**src/rtl/bba_pkg.sv**
```systemverilog
// ----------------------------------------------------------------------------
// bba_pkg
// Shared types, constants and helper functions of the buddy block allocator.
// ----------------------------------------------------------------------------
package bba_pkg;

    // Heap geometry
    localparam int LEVELS    = 10;
    localparam int MIN_SHIFT = 5;
    localparam int MIN_BLOCK = 1 << MIN_SHIFT;
    localparam int IW        = LEVELS - 1;          // block index bits
    localparam int NBLK      = 1 << IW;
    localparam int SAW       = IW + 1;              // free entry store address bits
    localparam int CW        = IW + 1;              // level count bits (holds NBLK)
    localparam int LW        = $clog2(LEVELS + 1);  // level number, may hold LEVELS
    localparam int LIW       = $clog2(LEVELS);      // level count array index
    localparam int ORDER_W   = 4;
    localparam logic [32:0] HEAP_BYTES = 33'(longint'(MIN_BLOCK) << (LEVELS - 1));
    localparam logic [SAW-1:0] TOP_ADDR = SAW'(2 * NBLK - 2);

    localparam logic MODE_ALLOC = 1'b0;
    localparam logic MODE_FREE  = 1'b1;

    typedef enum logic [1:0] {
        ST_OK   = 2'd0,
        ST_OOM  = 2'd1,
        ST_NULL = 2'd2
    } t_status;

    typedef enum logic [3:0] {
        S_IDLE, S_ASCAN, S_APOP, S_SPLIT,
        S_FRD, S_FCHK, S_TSCAN, S_TCMP, S_SHRD, S_SHWR, S_FPUSH, S_DONE
    } t_state;

    typedef struct packed {
        logic           we;
        logic [SAW-1:0] waddr;
        logic [IW-1:0]  wdata;
        logic           re;
        logic [SAW-1:0] raddr;
    } t_store_req;

    typedef struct packed {
        logic               we;
        logic [IW-1:0]      waddr;
        logic [ORDER_W-1:0] wdata;
        logic               re;
        logic [IW-1:0]      raddr;
    } t_ord_req;

    typedef struct packed {
        t_status            status;
        logic [31:0]        address;
        logic [ORDER_W-1:0] order;
    } t_result;

    // First store entry of level l
    function automatic logic [SAW-1:0] lvl_base(input logic [LIW-1:0] l);
        return SAW'(2 * NBLK - 2 * (NBLK >> l));
    endfunction

    // Entry capacity of level l
    function automatic logic [CW-1:0] lvl_cap(input logic [LIW-1:0] l);
        return CW'(NBLK >> l);
    endfunction

    // Smallest order whose block holds max(size, MIN_BLOCK) plus a header byte
    function automatic logic [LW-1:0] alloc_order(input logic [15:0] size);
        logic [16:0] need;
        logic [LW-1:0] k;
        need = (size < 16'(MIN_BLOCK)) ? 17'(MIN_BLOCK) : {1'b0, size};
        need = need + 17'd1;
        k = '0;
        for (int j = 0; j < LEVELS; j++) begin
            if ((longint'(MIN_BLOCK) << j) < longint'(need)) begin
                k = k + LW'(1);
            end
        end
        return k;
    endfunction

endpackage

```
**src/rtl/bba_ord.sv**
```systemverilog
// ----------------------------------------------------------------------------
// bba_ord
// Block order table: order recorded for each allocated block.
// ----------------------------------------------------------------------------
module bba_ord (
    input  logic                        i_clk,
    input  bba_pkg::t_ord_req           i_req,
    output logic [bba_pkg::ORDER_W-1:0] o_rdata
);
    import bba_pkg::*;

    logic [ORDER_W-1:0] r_mem [NBLK];

    always_ff @(posedge i_clk) begin
        if (i_req.we) begin
            r_mem[i_req.waddr] <= i_req.wdata;
        end
        if (i_req.re) begin
            o_rdata <= r_mem[i_req.raddr];
        end
    end

endmodule

```
**config.mk**
```make
export PLATFORM = sky130hd
export DESIGN_NAME = bba_ord
export DESIGN_NICKNAME = d
export VERILOG_FILES = /design/src/rtl/bba_pkg.sv /design/src/rtl/bba_ord.sv
export SDC_FILE = /design/constraint.sdc
export NUM_CORES = 2
export LEC_CHECK = 0
export ABC_AREA = 1
export BUFFER_PORTS_ARGS = -buffer_cell sky130_fd_sc_hd__buf_2
export CAP_MARGIN = 10
export CORE_ASPECT_RATIO = 1.1
export CORE_MARGIN = 2
export CORE_UTILIZATION = 55
export DETAILED_ROUTE_END_ITERATION = 6
export MAX_ROUTING_LAYER = met4
export PLACE_DENSITY_LB_ADDON = 0.08
export SLEW_MARGIN = 0
export SYNTH_ARGS = -nofsm -noshare
export SYNTH_HDL_FRONTEND = slang
export SYNTH_SLANG_ARGS = --single-unit
export TNS_END_PERCENT = 1
```
**constraint.sdc**
```tcl
create_clock -name i_clk -period 4.18 [get_ports i_clk]
set_input_delay 0.836 -clock i_clk [delete_from_list [all_inputs] [get_ports i_clk]]
set_output_delay 0.836 -clock i_clk [all_outputs]
set_load 0.05 [all_outputs]
```
Word-level counts from Yosys, hierarchy flattened
Memory sizes are Yosys's and may differ from the RTL's. A register that Yosys moved wholly into a read port is not among the register bits.
Cells that the tools add are included.

word-level totals
  register bits = 0
  latch bits = 0
  memory bits (writable) = 2048
  bits in read-only memories = 0
  bits of input ports = 25
  output and inout port bits = 4
  word-level logic and storage cells = 3
  memories = 1

memory list
  name   words  bits a word  read ports  clocked after Yosys merged registers in  wr ports  line           source
  r_mem  512    4            1           1                                        1         bba_ord.sv:12  logic [ORDER_W-1:0] r_mem [NBLK];

operators by class
  add/subtract/negate cells = 0
  multiply operators = 0
  div/mod/pow operators = 0
  $lt $le $gt $ge = 0
  equality and inequality tests = 0
  shift-type cells = 0
  multiplexer cells = 2
  bitwise gates (word level) = 0
  reductions and logical operators = 0

operators by type and width
  kind    count
  $mux 1  2

Depth between registers and ports, before layout
  word-level depth = 2
  mapped depth = 15
  depth with buffers taken out = 11

Worst setup path after synthesis
OpenSTA, ideal clock, no wires.

  path kind = input to register
  from = input i_req[0] in the netlist's numbering
  to = register o_rdata[0] in the netlist's numbering, read port of r_mem, data pin
  library setup time = 253 ps
  data arrival time = 2095 ps
  required time = 3927 ps
  slack = 1832 ps
  stages = 14
  buffers on the path = 4
  cell sequence = buf_4 -> buf_4 -> buf_4 -> buf_2 -> nand2_1 -> nand3_1 -> nand3_1 -> nand3_1 -> nand3_1 -> nand3_1 -> nand3_1 -> nand3_1 -> nand3_1 -> nand2_1

RTL lines
  what                line          source
  start: declaration  bba_ord.sv:7  input bba_pkg::t_ord_req i_req,
  end: declaration    bba_ord.sv:8  output logic [bba_pkg::ORDER_W-1:0] o_rdata

==> out/metrics.cfg <==
[floorplanning]
die_w_um = 377.6
fp.dieH_um = 415.0
die_area_um2 = 156700
rows = 150
start_util = 0.5548
fp.coreArea_um2 = 152200
ioPinCount = 29

[setup_path]
critPathRequiredTime_ps = 4860
critPathCaptureType = register
crit_path_cell_trace = buf_8, inv_16, buf_4, nand2_1, nand3_1, nand3_1, nand3_1, nand3_1, nand3_1, nand3_1, nand3_1, nand3_1, nand2_1
slowest_stage = buf_4
crit_buf_inv = 3
critPathTopFamily = simple AND/OR/NAND/NOR gates
cp-start-kind = input port
criticalPathCategory = in2reg
crit_fanout = 127
slowest_delay_ps = 460
cpMostUsedCell = nand3_1
cp.arrival_ps = 3400

[power_and_ir_drop]
pwr-share-comb = 0.060
p_sw_w = 0.009562
irDropWorstVdd_mv = 0.3957
swShare = 0.2202
intPower_w = 0.03386
leakagePower_nw = 32.46
p_seq_frac = 0.522
p_per_area_nw_per_um2 = 462.8
p_clk_frac = 0.418
fin_total_pwr_w = 0.04342

[layout]
drive_gt1_frac = 0.07228
stdcell_count = 9431
num-nets-final = 7229
syn_to_final_growth_pct = 11.10

[routing]
drt-wirelength-per-cell_um = 24.23
drcViolationCount = 7
drt_wl_total_um = 228500
ant_nets = 0
drt_pass1_iterations = 7
via_per_inst = 5.940
vias = 56020
drt_iter0_drc = 6547

[yosys]
synth_edf_count = 2052
yosysTopAreaCellShare = 0.7297
syn_inst = 7292
netlist_area_um2 = 84440
syn_avg_cell_area_um2 = 11.58
synth_top_cell_by_area = edfxtp_1
ys_types = 13
syn-num-nets = 7317
yosys_warnings = 0
synthTopCellsByCount = nand2_1 (2108), edfxtp_1 (2052), nand3_1 (2040)
synth_seq_area_share = 0.7297
yosys-top-cells-area = edfxtp_1 (73%), nand3_1 (12%), nand2_1 (9.4%), nor2_1 (2.3%), buf_2 (1.6%)
post-synth-top-count-cell = nand2_1
synthArstFlopShare = 0
synthFlopType = edfxtp_1
ys_seq_elements = 2052

[global_route]
grt_max_degree = 165
grt_pass1_vias = 54470
track_usage = 0.2996
grt_pass1_wl_um = 339300
antenna_found_initial = 9
gr-total-overflow = 0

[sta]
hold_violations = 0
drv_slew = 0
fin_crit_sh = 0.6502
setup_tns_ps = 0
finClkSkew_ps = 23.72
max_freq_mhz = 367.9
worst_pin_slew_ps = 1154
setup_viol = 0
slew_headroom = 0.2308
rsz0062_at_grt = false
layout_setup_ws_ps = 1462
min_period_ps = 2718

[placement]
dp_slack_ps = 676.7
dp_hpwl_um = 129200
dpl.cell_count = 9051
io_buffers = 28
routabilityCongestion = 0.8669

[clocking]
cts_tree = yes
cts_buffers = 203
insertion_delay_ps = 820
path_clk_slew_ps = 60
clock-sinks = 2052
cts_resized = 0
ctsHoldBuffers = 0
clockBufferDepth = 3
cts-root-buf = clkbuf_16
cts_htree_levels = 4
cts_setup_buffers = 0

[min_path]
hold_class = in2reg

[job]
drv_cap = 0

[status]
status = finished, violations left
violations = DRC

## state kept, by name, summed over array words and instances (netlist names)
register and flops:
r_mem 2048, o_rdata 4
## power groups by stage
stage / clock [W] / combinational [W] / sequential (W)
6_report: 0.0181 / 0.00261 / 0.0227
5_1_grt: 0.0191 / 0.00283 / 0.0227
4_1_cts: 0.0183 / 0.00261 / 0.0227
3_5_place_dp: 0 / 0.00260 / 0.0231
3_3_place_gp: 0 / 0.00258 / 0.0231
2_1_floorplan: 0 / 0.00140 / 0.0231
## placed cells by master (no fill, tap or decap)
master	n
clkbuf_1	46
clkinv_2	31
clkbuf_16	211
edfxtp_1	2052
nand2_4	15
bufinv_16	22
clkinv_8	2
nand3_1	2040
inv_2	1
clkinv_1	54
nor3_1	10
nor2_1	514
buf_8	7
clkinvlp_4	5
buf_6	1
buf_4	140
inv_16	1
buf_12	68
diode_2	5
clkinv_4	2
inv_6	5
buf_2	19
inv_1	32
nor3_2	1
nand2_1	2093
inv_8	2
## cell families (layout without fill, tap and decap cells)
group | Yosys count | count (layout) | share of synthesized area
buffers and inverters | 567 | 649 | 0.03218
DFF | 2052 | 2052 | 0.7297
other | 0 | 5 | 0
and+or+nand+nor | 4673 | 4673 | 0.2381
## cell type report
class	count	area (µm²)
Fill cell	12080	58390
Multi-Input combinational cell	4673	20220
Tap cell	2052	2567
Clock buffer	257	5453
Antenna cell	5	12.51
Timing Repair Buffer	235	2624
Inverter	39	183.9
Clock inverter	118	1132
Sequential cell	2052	61620
## metal layers
metal  vias up  part of all wire  global-route usage
li1      25620                 -                   -
met1     27600              0.41              0.4049
met2      2394              0.48              0.4695
met3       410             0.080             0.04739
met4         0             0.031             0.09553
met5         -                 0                   -
## metrics by stage
stage	hold WS, ps	util	cell area, µm²
6_report	303.9	0.6164	93820
5_1_grt	266.0	0.6164	93810
4_1_cts	233.5	0.6163	93800
3_5_place_dp	1131	0.5730	87220
3_3_place_gp	1113	0.5730	87220
2_1_floorplan	934.9	-	84440
## final timing paths
kind | from | endpoint | slack (ps) | depth (start not counted)
worst max register to register | r_mem[319][2] | o_rdata[2] | 2100 | 10
worst min-delay path | i_req[9] | o_rdata[0] | 300 | 1
worst min register to register | r_mem[412][2] | o_rdata[2] | 1170 | 10
worst max-delay path | i_req[0] | o_rdata[1] | 1460 | 13
Note: power is estimated with default switching activity, not from simulation.
