**config.mk**
```make
export PLATFORM = sky130hd
export DESIGN_NAME = bba_ctrl
export DESIGN_NICKNAME = d
export VERILOG_FILES = /design/src/rtl/bba_pkg.sv /design/src/rtl/bba_ctrl.sv
export SDC_FILE = /design/constraint.sdc
export NUM_CORES = 1
export LEC_CHECK = 0
export BUFFER_PORTS_ARGS = -buffer_cell sky130_fd_sc_hd__buf_2
export CORE_MARGIN = 1
export CORE_UTILIZATION = 40
export CTS_CLUSTER_DIAMETER = 50
export DETAILED_ROUTE_END_ITERATION = 12
export PLACE_DENSITY = 0.55
export SYNTH_ARGS = -nofsm -noshare
export SYNTH_HDL_FRONTEND = slang
export SYNTH_SLANG_ARGS = --single-unit
```
**constraint.sdc**
```tcl
create_clock -name i_clk -period 7.5 [get_ports i_clk]
set_clock_uncertainty 0.1 [all_clocks]
set_input_delay 0 -clock i_clk [delete_from_list [all_inputs] [get_ports i_clk]]
set_output_delay 0 -clock i_clk [all_outputs]
set_load 0.05 [all_outputs]
```
**src/rtl/bba_pkg.sv**
```systemverilog
// ----------------------------------------------------------------------------
// bba_pkg
// Shared types, constants and helper functions of the buddy block allocator.
// ----------------------------------------------------------------------------
package bba_pkg;

    // Heap geometry
    localparam int LEVELS    = 10;
    localparam int MIN_SHIFT = 5;
    localparam int MIN_BLOCK = 1 << MIN_SHIFT;
    localparam int IW        = LEVELS - 1;          // block index bits
    localparam int NBLK      = 1 << IW;
    localparam int SAW       = IW + 1;              // free entry store address bits
    localparam int CW        = IW + 1;              // level count bits (holds NBLK)
    localparam int LW        = $clog2(LEVELS + 1);  // level number, may hold LEVELS
    localparam int LIW       = $clog2(LEVELS);      // level count array index
    localparam int ORDER_W   = 4;
    localparam logic [32:0] HEAP_BYTES = 33'(longint'(MIN_BLOCK) << (LEVELS - 1));
    localparam logic [SAW-1:0] TOP_ADDR = SAW'(2 * NBLK - 2);

    localparam logic MODE_ALLOC = 1'b0;
    localparam logic MODE_FREE  = 1'b1;

    typedef enum logic [1:0] {
        ST_OK   = 2'd0,
        ST_OOM  = 2'd1,
        ST_NULL = 2'd2
    } t_status;

    typedef enum logic [3:0] {
        S_IDLE, S_ASCAN, S_APOP, S_SPLIT,
        S_FRD, S_FCHK, S_TSCAN, S_TCMP, S_SHRD, S_SHWR, S_FPUSH, S_DONE
    } t_state;

    typedef struct packed {
        logic           we;
        logic [SAW-1:0] waddr;
        logic [IW-1:0]  wdata;
        logic           re;
        logic [SAW-1:0] raddr;
    } t_store_req;

    typedef struct packed {
        logic               we;
        logic [IW-1:0]      waddr;
        logic [ORDER_W-1:0] wdata;
        logic               re;
        logic [IW-1:0]      raddr;
    } t_ord_req;

    typedef struct packed {
        t_status            status;
        logic [31:0]        address;
        logic [ORDER_W-1:0] order;
    } t_result;

    // First store entry of level l
    function automatic logic [SAW-1:0] lvl_base(input logic [LIW-1:0] l);
        return SAW'(2 * NBLK - 2 * (NBLK >> l));
    endfunction

    // Entry capacity of level l
    function automatic logic [CW-1:0] lvl_cap(input logic [LIW-1:0] l);
        return CW'(NBLK >> l);
    endfunction

    // Smallest order whose block holds max(size, MIN_BLOCK) plus a header byte
    function automatic logic [LW-1:0] alloc_order(input logic [15:0] size);
        logic [16:0] need;
        logic [LW-1:0] k;
        need = (size < 16'(MIN_BLOCK)) ? 17'(MIN_BLOCK) : {1'b0, size};
        need = need + 17'd1;
        k = '0;
        for (int j = 0; j < LEVELS; j++) begin
            if ((longint'(MIN_BLOCK) << j) < longint'(need)) begin
                k = k + LW'(1);
            end
        end
        return k;
    endfunction

endpackage

```
**src/rtl/bba_ctrl.sv**
```systemverilog
// ----------------------------------------------------------------------------
// bba_ctrl
// Sequencer: level scan, pop and split for allocation; buddy search,
// removal and merge for free. At most one store access per step.
// ----------------------------------------------------------------------------
module bba_ctrl (
    input  logic                        i_clk,
    input  logic                        i_rst_n,
    input  logic                        i_valid,
    output logic                        o_ready,
    input  logic                        i_mode,
    input  logic [15:0]                 i_request_size,
    input  logic [31:0]                 i_block_address,
    input  logic [31:0]                 i_heap_base,
    output bba_pkg::t_store_req         o_store_req,
    input  logic [bba_pkg::IW-1:0]      i_store_rdata,
    output bba_pkg::t_ord_req           o_ord_req,
    input  logic [bba_pkg::ORDER_W-1:0] i_ord_rdata,
    output logic                        o_res_vld,
    input  logic                        i_res_take,
    output bba_pkg::t_result            o_res
);
    import bba_pkg::*;

    t_state        r_state, n_state;
    logic [LW-1:0] r_k, n_k;
    logic [LW-1:0] r_lvl, n_lvl;
    logic [IW-1:0] r_idx, n_idx;
    logic [IW-1:0] r_buddy, n_buddy;
    logic [CW-1:0] r_i, n_i;
    logic [CW-1:0] r_j, n_j;
    logic [CW-1:0] r_cnt [LEVELS];
    logic [CW-1:0] n_cnt [LEVELS];
    t_result       r_res, n_res;

    logic           acc;
    logic [LIW-1:0] cur;
    logic [LIW-1:0] dn;
    logic [CW-1:0]  cnt_cur;
    logic [CW-1:0]  cnt_dn;
    logic [31:0]    off;
    logic           bad_free;
    logic [ORDER_W-1:0] k0;

    assign acc      = i_valid && (r_state == S_IDLE);
    assign o_ready  = (r_state == S_IDLE);
    assign o_res_vld = (r_state == S_DONE);
    assign o_res    = r_res;

    assign cur     = r_lvl[LIW-1:0];
    assign dn      = cur - LIW'(1);
    assign cnt_cur = (r_lvl < LW'(LEVELS)) ? r_cnt[cur] : '0;
    assign cnt_dn  = r_cnt[dn];

    assign off      = i_block_address - 32'd1 - i_heap_base;
    assign bad_free = (i_block_address == 32'd0) || ({1'b0, off} >= HEAP_BYTES)
                    || (off[MIN_SHIFT-1:0] != '0);
    assign k0 = (32'(i_ord_rdata) >= 32'(LEVELS)) ? ORDER_W'(LEVELS - 1) : i_ord_rdata;

    // Next state
    always_comb begin
        n_state = r_state;
        case (r_state)
            S_IDLE: begin
                if (acc) begin
                    if (i_mode == MODE_ALLOC) n_state = S_ASCAN;
                    else if (bad_free)        n_state = S_DONE;
                    else                      n_state = S_FRD;
                end
            end
            S_ASCAN: begin
                if (r_lvl >= LW'(LEVELS)) n_state = S_DONE;
                else if (cnt_cur != '0)   n_state = S_APOP;
            end
            S_APOP:  n_state = S_SPLIT;
            S_SPLIT: begin
                if (r_lvl <= r_k) n_state = S_DONE;
            end
            S_FRD:   n_state = S_FCHK;
            S_FCHK: begin
                n_state = (r_lvl < LW'(LEVELS - 1)) ? S_TSCAN : S_FPUSH;
            end
            S_TSCAN: n_state = (r_i == '0) ? S_FPUSH : S_TCMP;
            S_TCMP:  n_state = (i_store_rdata == r_buddy) ? S_SHRD : S_TSCAN;
            S_SHRD: begin
                n_state = ((CW+1)'(r_j) + (CW+1)'(1) < (CW+1)'(cnt_cur)) ? S_SHWR : S_FCHK;
            end
            S_SHWR:  n_state = S_SHRD;
            S_FPUSH: n_state = S_DONE;
            S_DONE: begin
                if (i_res_take) n_state = S_IDLE;
            end
            default: n_state = S_IDLE;
        endcase
    end

    // Datapath and memory requests
    always_comb begin
        n_k     = r_k;
        n_lvl   = r_lvl;
        n_idx   = r_idx;
        n_buddy = r_buddy;
        n_i     = r_i;
        n_j     = r_j;
        n_cnt   = r_cnt;
        n_res   = r_res;
        o_store_req = '0;
        o_ord_req   = '0;
        case (r_state)
            S_IDLE: begin
                if (acc) begin
                    n_k   = alloc_order(i_request_size);
                    n_lvl = alloc_order(i_request_size);
                    if (i_mode == MODE_FREE) begin
                        n_idx = off[MIN_SHIFT +: IW];
                        if (bad_free) begin
                            n_res = '{status: ST_NULL, address: '0, order: '0};
                        end else begin
                            o_ord_req.re    = 1'b1;
                            o_ord_req.raddr = off[MIN_SHIFT +: IW];
                        end
                    end
                end
            end
            S_ASCAN: begin
                if (r_lvl >= LW'(LEVELS)) begin
                    n_res = '{status: ST_OOM, address: '0, order: '0};
                end else if (cnt_cur == '0) begin
                    n_lvl = r_lvl + LW'(1);
                end else begin
                    n_cnt[cur]        = cnt_cur - CW'(1);
                    o_store_req.re    = 1'b1;
                    o_store_req.raddr = lvl_base(cur) + SAW'(cnt_cur - CW'(1));
                end
            end
            S_APOP: n_idx = i_store_rdata;
            S_SPLIT: begin
                if (r_lvl > r_k) begin
                    // hand the upper half back one level down
                    n_lvl = r_lvl - LW'(1);
                    if (cnt_dn < lvl_cap(dn)) begin
                        o_store_req.we    = 1'b1;
                        o_store_req.waddr = lvl_base(dn) + SAW'(cnt_dn);
                        o_store_req.wdata = r_idx + (IW'(1) << dn);
                        n_cnt[dn]         = cnt_dn + CW'(1);
                    end
                end else begin
                    o_ord_req.we    = 1'b1;
                    o_ord_req.waddr = r_idx;
                    o_ord_req.wdata = ORDER_W'(r_k);
                    n_res = '{status: ST_OK,
                              address: i_heap_base + (32'(r_idx) << MIN_SHIFT) + 32'd1,
                              order: ORDER_W'(r_k)};
                end
            end
            S_FRD: begin
                n_k   = LW'(k0);
                n_lvl = LW'(k0);
            end
            S_FCHK: begin
                n_buddy = r_idx ^ (IW'(1) << cur);
                n_i     = cnt_cur;
            end
            S_TSCAN: begin
                if (r_i != '0) begin
                    n_i               = r_i - CW'(1);
                    o_store_req.re    = 1'b1;
                    o_store_req.raddr = lvl_base(cur) + SAW'(r_i - CW'(1));
                end
            end
            S_TCMP: begin
                n_j = r_i;
            end
            S_SHRD: begin
                if ((CW+1)'(r_j) + (CW+1)'(1) < (CW+1)'(cnt_cur)) begin
                    o_store_req.re    = 1'b1;
                    o_store_req.raddr = lvl_base(cur) + SAW'(r_j) + SAW'(1);
                end else begin
                    // buddy removed: merge and climb one level
                    n_cnt[cur] = cnt_cur - CW'(1);
                    if (r_buddy < r_idx) n_idx = r_buddy;
                    n_lvl = r_lvl + LW'(1);
                end
            end
            S_SHWR: begin
                o_store_req.we    = 1'b1;
                o_store_req.waddr = lvl_base(cur) + SAW'(r_j);
                o_store_req.wdata = i_store_rdata;
                n_j               = r_j + CW'(1);
            end
            S_FPUSH: begin
                if (cnt_cur < lvl_cap(cur)) begin
                    o_store_req.we    = 1'b1;
                    o_store_req.waddr = lvl_base(cur) + SAW'(cnt_cur);
                    o_store_req.wdata = r_idx;
                    n_cnt[cur]        = cnt_cur + CW'(1);
                end
                n_res = '{status: ST_OK, address: '0, order: ORDER_W'(r_k)};
            end
            default: ;
        endcase
    end

    always_ff @(posedge i_clk) begin
        if (!i_rst_n) begin
            r_state <= S_IDLE;
            for (int l = 0; l < LEVELS; l++) begin
                r_cnt[l] <= (l == LEVELS - 1) ? CW'(1) : '0;
            end
        end else begin
            r_state <= n_state;
            r_cnt   <= n_cnt;
        end
    end

    always_ff @(posedge i_clk) begin
        r_k     <= n_k;
        r_lvl   <= n_lvl;
        r_idx   <= n_idx;
        r_buddy <= n_buddy;
        r_i     <= n_i;
        r_j     <= n_j;
        r_res   <= n_res;
    end

endmodule

```
Word-level counts from Yosys, hierarchy flattened
Cells that the tools add are included.
{"block": "totals", "inputBits": 98, "reg_bits": 188, "output_inout_bits": 95, "word_cells": 238}
{"block": "op_classes", "order_cmp": 26, "n_bitwise": 3, "n_addsub": 31, "n_eq_ne": 29, "n_reduce_logical": 26, "shifts": 4, "muxes": 99}
{"operator": "$mux 100", "n": 6}
{"operator": "$pmux 100 s4", "n": 1}
{"operator": "$bwmux 100", "n": 3}
{"operator": "$mux 38", "n": 5}
{"operator": "$mux 4", "n": 44}
{"operator": "$pmux 38 s4", "n": 1}
{"operator": "$mux 10", "n": 12}
{"operator": "$bmux 10 s4", "n": 2}
{"operator": "$demux 10 s4", "n": 2}
{"operator": "$mux 20", "n": 3}
{"operator": "$pmux 20 s3", "n": 1}
{"operator": "$add 10x10->10", "n": 5}
{"operator": "$pmux 4 s12", "n": 1}
{"operator": "$mux 11", "n": 4}
{"operator": "$add 10x1->10 const B", "n": 4}
{"operator": "$add 4x1->4 const B", "n": 10}
{"operator": "$pmux 10 s2", "n": 2}
{"operator": "$mux 9", "n": 4}
{"operator": "$pmux 11 s3", "n": 1}
{"operator": "$add 32x1->32 const B", "n": 1}
{"operator": "$add 32x14->32", "n": 1}
{"operator": "$ge 32x15->1 const B", "n": 1}
{"operator": "$logic_not 32->1", "n": 1}
{"operator": "$sub 32x1->32 const B", "n": 1}
{"operator": "59 further kinds", "n": 102}

Logic depth before layout (Yosys ltp)
{"block": "depth", "depth_word": 43, "depth_mapped": 35, "mapped_depth_nobuf": 34}

Worst setup path after synthesis
OpenSTA, ideal clock, no wires.
{"block": "synth_path", "path_kind": "input -> register", "start": "input port i_request_size[8]", "end": "register r_lvl[2] (netlist: cur[2]) (data pin)", "cell_stages": 35, "setup_slack_ns": 0.723, "arrival_time_ns": 6.424, "required_ns": 7.147, "n_path_buf": 2, "setup_time_ns": 0.253, "cell_sequence": "buf_4 > nor4_1 > nand4_1 > and2_1 > ha_1 > nand4_1 > nor2_1 > or4_4 > o311a_2 > nor4_1 > inv_1 > ha_1 > clkbuf_1 > xnor2_1 > a31oi_1 > or2_2 > ha_1 > o21bai_1 > and4_1 > nor3_1 > ha_1 > nand2_1 > o211ai_2 > xnor2_1 > o21ai_0 > ha_1 > inv_1 > o221ai_1 > ha_1 > nand2_1 > xnor2_1 > xnor2_1 > nor3_1 > nor2_1 > nand2_1"}
{"block": "synth_via", "elab_chain_cells": 43, "word_cells_on_any_way": 52, "classes_between": "10 x add/sub; 11 x order compare; 31 x mux"}
{"element": "from (decl)", "line": "bba_ctrl.sv:12", "rtl": "input logic [15:0] i_request_size,"}
{"element": "$lt 16x6->1", "line": "bba_pkg.sv:71", "rtl": "need = (size < 16'(MIN_BLOCK)) ? 17'(MIN_BLOCK) : {1'b0, size};"}
{"element": "$mux 16 (*)", "line": "bba_pkg.sv:71"}
{"element": "$add 16x1->17 (*)", "line": "bba_pkg.sv:72", "rtl": "need = need + 17'd1;"}
{"element": "$lt 6x17->1", "line": "bba_pkg.sv:75", "rtl": "if ((longint'(MIN_BLOCK) << j) < longint'(need)) begin"}
{"element": "$mux 1", "line": "bba_pkg.sv:75"}
{"element": "$mux 4", "line": "bba_ctrl.sv:111", "rtl": "if (acc) begin"}
{"element": "$mux 4", "line": "bba_ctrl.sv:109", "rtl": "case (r_state)"}
{"element": "$add 4x1->4", "line": "bba_pkg.sv:76", "rtl": "k = k + LW'(1);"}
{"element": "(+28 left out)"}
{"element": "$mux 4", "line": "bba_pkg.sv:75"}
{"element": "$mux 4", "line": "bba_ctrl.sv:111"}
{"element": "$mux 4", "line": "bba_ctrl.sv:109"}
{"element": "$add 4x1->4", "line": "bba_pkg.sv:76"}
{"element": "$mux 4 (*)", "line": "bba_pkg.sv:75"}
{"element": "$mux 4 (*)", "line": "bba_ctrl.sv:111"}
{"element": "$pmux 4 s5 (*)", "line": "bba_ctrl.sv:109"}
{"element": "net n_lvl[2]", "line": "bba_ctrl.sv:27", "rtl": "logic [LW-1:0] r_lvl, n_lvl;"}
{"element": "to (signal assigned)", "line": "bba_ctrl.sv:218", "rtl": "r_lvl <= n_lvl;"}
{"element": "to (decl)", "line": "bba_ctrl.sv:27"}
Mark *: on every way through the listed nets, which the timed path passes. The rest lies on a longest branch. The select of a mux whose other input is x is not followed.
A chain may end at the register's enable or synchronous reset.

Worst setup path in the final report
{"block": "layout_path", "start": "input port i_request_size[8]", "end": "register r_lvl[1] (netlist: cur[1]) (data pin)"}
Same word-level chain as after synthesis.

==> flow_summary_export.csv <==
group,metric,value,unit
critical_path,r2r-start,"cur[0]$_DFFE_PP_",
grt,grt_antenna_before_repair,1,
die,die_x,227.6,µm
route,met1Wirelength,35.87,mm
critical_path,endpoint,"cur[1]$_DFFE_PP_",
timing,finalHoldViolCount,0,
power,irDropWorstVdd,285.5,µV
yosys,synthCells,2505,
grt,grt_start_max_net_pins,68,
timing,rsz0062_at_grt,"false",
grt,gr-usage-all-layers,31.41,%
timing,min_period,6.968,ns
route,vias,20966,
die,design.die.area,0.05178,mm²
route,totalWireLength,82.13,mm
critical_path,cp_common_cell,"ha_1",
cells_and_area,multiInputGateArea,0.01478,mm²
yosys,synth_area_leader_cell,"edfxtp_1",
critical_path,cp_data_required_time,7.67,ns
critical_path,regToRegSetupSlack,1.66,ns
timing,worstMarginPinSlew,1.355,ns
cts,cts.path.max_buffers,2,
cts,cts_htree_levels,4,
place,dpl_worst_slack,0.1880,ns
critical_path,critical_path.max_stage_delay,0.54,ns
cts,clock_latency,0.52,ns
place,dp_hpwl,62.59,mm
timing,maxSlewHeadroom,9.671,%
route,wl_met3,7.738,mm
yosys,synthTopCellsByArea,"edfxtp_1, dfxtp_1, ha_1",
cells_and_area,layoutNonFillerInstCount,3396,
yosys,synth_top_area_share,12.40,%
timing,setup_slack,0.5317,ns
die,pin_count,193,
cts,path_clk_slew,0.08,ns
cts,root_buffer,"clkbuf_16",
timing,clock.fmax,143.5,MHz
yosys,yosys-top-cells-count,"nor2_1, nand2_1, a21oi_1, ha_1, xnor2_1",
status,status,"finished, final reports clean",
cells_and_area,fillCellCount,5005,
cells_and_area,drive_above_1_share,16.30,%
critical_path,endpoint_kind,"flip-flop",
grt,grt_pass1_vias,19625,
timing,finalSetupViolCount,0,
route,avgViaCountPerCell,6.174,
die,coreArea,0.05017,mm²
cts,cts_sinks,188,
yosys,synth_edf_count,84,
critical_path,crit_slowest_cell,"dlygate4sd3_1",
yosys,syn_avg_cell_area,8.124,µm²
timing,slew_viol_final,0,
grt,grt_pass1_wl,122.0,mm
cells_and_area,regArea,0.004604,mm²
job,maxCapViolCount,0,
route,top_layer,"met4",
timing,setup_tns,0,ns
critical_path,critPathKind,"in2reg",
yosys,ys.flop_type,"dfxtp_1",
place,io_buffers,192,
yosys,syn_nets,2763,
route,drtPass1Iterations,6,
power,p_total,8.758,mW
die,initial_core_util,40.56,%
cts,cts_tree,"done",
yosys,ys_warn_count,0,
place,dp.cells,3313,
yosys,syn_area,0.02035,mm²
die,num_rows,82,
route,post-route-drc-count,0,
min_path,hold_path.class,"in2reg",
route,drt_iter0_markers,2291,
timing,fin_hold_ws,0.02179,ns
route,wl_per_cell,24.18,µm
cts,cts_buffers,17,
yosys,yosysMostFrequentCell,"nor2_1",
yosys,ys_ff_latch,188,
critical_path,ff2ff_path_depth,18,
timing,min_period_over_period,92.91,%
critical_path,critPathLaunchType,"input port",
cells_and_area,antenna_cells,0,
route,routed-wl-met2,35.65,mm
power,static-leakage-power,9.353,nW
power,powerDensity,375.5,mW/mm²
grt,grt-ovfl-total,0,
critical_path,worstPathMaxFanout,10,
cells_and_area,final_nets,2970,
critical_path,worstPathArrival,7.13,ns
yosys,yosysSeqAreaShare,22.63,%
place,gp_congestion,0.9902,
critical_path,critPathLaunch,"i_request_size[8]",
yosys,synth_cell_types,109,
cells_and_area,syn_to_final_growth,14.63,%
die,chipHeight,227.6,µm
route,antenna_left,0,
yosys,ys_async_sr_fraction,0,%
cell usage in the layout (no fill, tap or decap), types with 18 or more instances in the layout:
cell type	synthesis	layout
clkbuf_16	0	18
dlygate4sd3_1	0	51
nand2_1	194	193
mux4_2	40	40
nand4_1	25	25
o21bai_1	31	31
a22oi_1	78	78
nand3_1	58	58
a21oi_1	165	165
ha_1	154	153
nand2b_1	30	30
xor2_1	58	57
and3_1	26	26
mux2i_1	66	65
dfxtp_1	104	104
buf_2	11	192
a22o_1	19	19
mux2_2	24	24
inv_1	127	127
nor3_1	66	62
xnor2_1	130	128
nor2b_1	32	32
o21ai_0	120	120
edfxtp_1	84	84
o22ai_1	82	82
buf_4	6	72
a21o_1	58	58
nor2_1	266	263
nor4_1	22	20
cell families (layout without fill, tap and decap cells):
logic type | count (synthesis) | in the layout | share of synthesized area [%]
AO/OA/AOI/OAI | 766 | 766 | 25.66
multiplexers | 131 | 131 | 9.057
XOR/XNOR | 191 | 191 | 8.331
AND/OR/NAND/NOR | 805 | 805 | 19.03
flip-flops | 188 | 188 | 22.63
adder cells (fa/ha/maj) | 160 | 160 | 10.06
buffers and inverters | 264 | 483 | 5.232
what timing repair did:
action / CTS / global route
buffers inserted: 0 / 1
endpoints found under the setup margin: 0 / 2
endpoints found under the hold margin: 50 / 0
hold buffers: 51 / 0
resized for setup: 0 / 9
metrics by stage:
| stage | utilization (%) | area (µm²) |
|---|---|---|
| after floorplan | - | 20350 |
| after global routing | 46.49 | 23330 |
| final | 46.49 | 23330 |
| after CTS | 46.36 | 23260 |
| after detailed placement | 44.20 | 22180 |
| after global placement | 44.20 | 22180 |
where the power goes:
part           switching (mW)  leakage [nW]  internal [mW]
registers               0.195          1.64           1.39
logic                    4.16          7.44           2.06
clock network           0.504         0.275          0.455
layout make-up:
cell class,instances,share of cell area [%]
clock inverters,13,0.5257
clock buffers,18,1.931
repair buffers,315,8.625
flip-flops and latches,188,19.74
well taps,672,3.605
inverters,137,2.205
multi-input cells,2053,63.37
per-layer routing:
metal,track usage [%],vias up
li1,-,9741
met1,42.71,10027
met2,47.97,1052
met3,7.525,146
met4,11.52,0
met5,0,-
worst max-delay path: cells and delay by family:
family / cells / cell delay, ns
AOI/OAI and AO/OA: 8 / 1.34
xor gates and xnor gates: 2 / 0.36
and+or+nand+nor: 11 / 2.58
adders and majority gates: 6 / 1.83
muxes: 1 / 0.21
buffers and inverters: 4 / 0.82
worst min-delay path by stage:
stage | from | end | slack (ns) | depth (start not counted)
6_report | i_heap_base[7] | o_res[11]$_DFFE_PP_ | 0.02 | 5
5_1_grt | i_heap_base[7] | o_res[11]$_DFFE_PP_ | 0.05 | 5
4_1_cts | i_heap_base[7] | o_res[11]$_DFFE_PP_ | 0.0002 | 5
3_5_place_dp | i_mode | r_state[2]$_SDFFE_PN0P_ | 0.21 | 3
3_3_place_gp | i_mode | r_state[2]$_SDFFE_PN0P_ | 0.20 | 3
2_1_floorplan | i_mode | r_state[2]$_SDFFE_PN0P_ | 0.05 | 2
(Power assumes the default switching activity.)
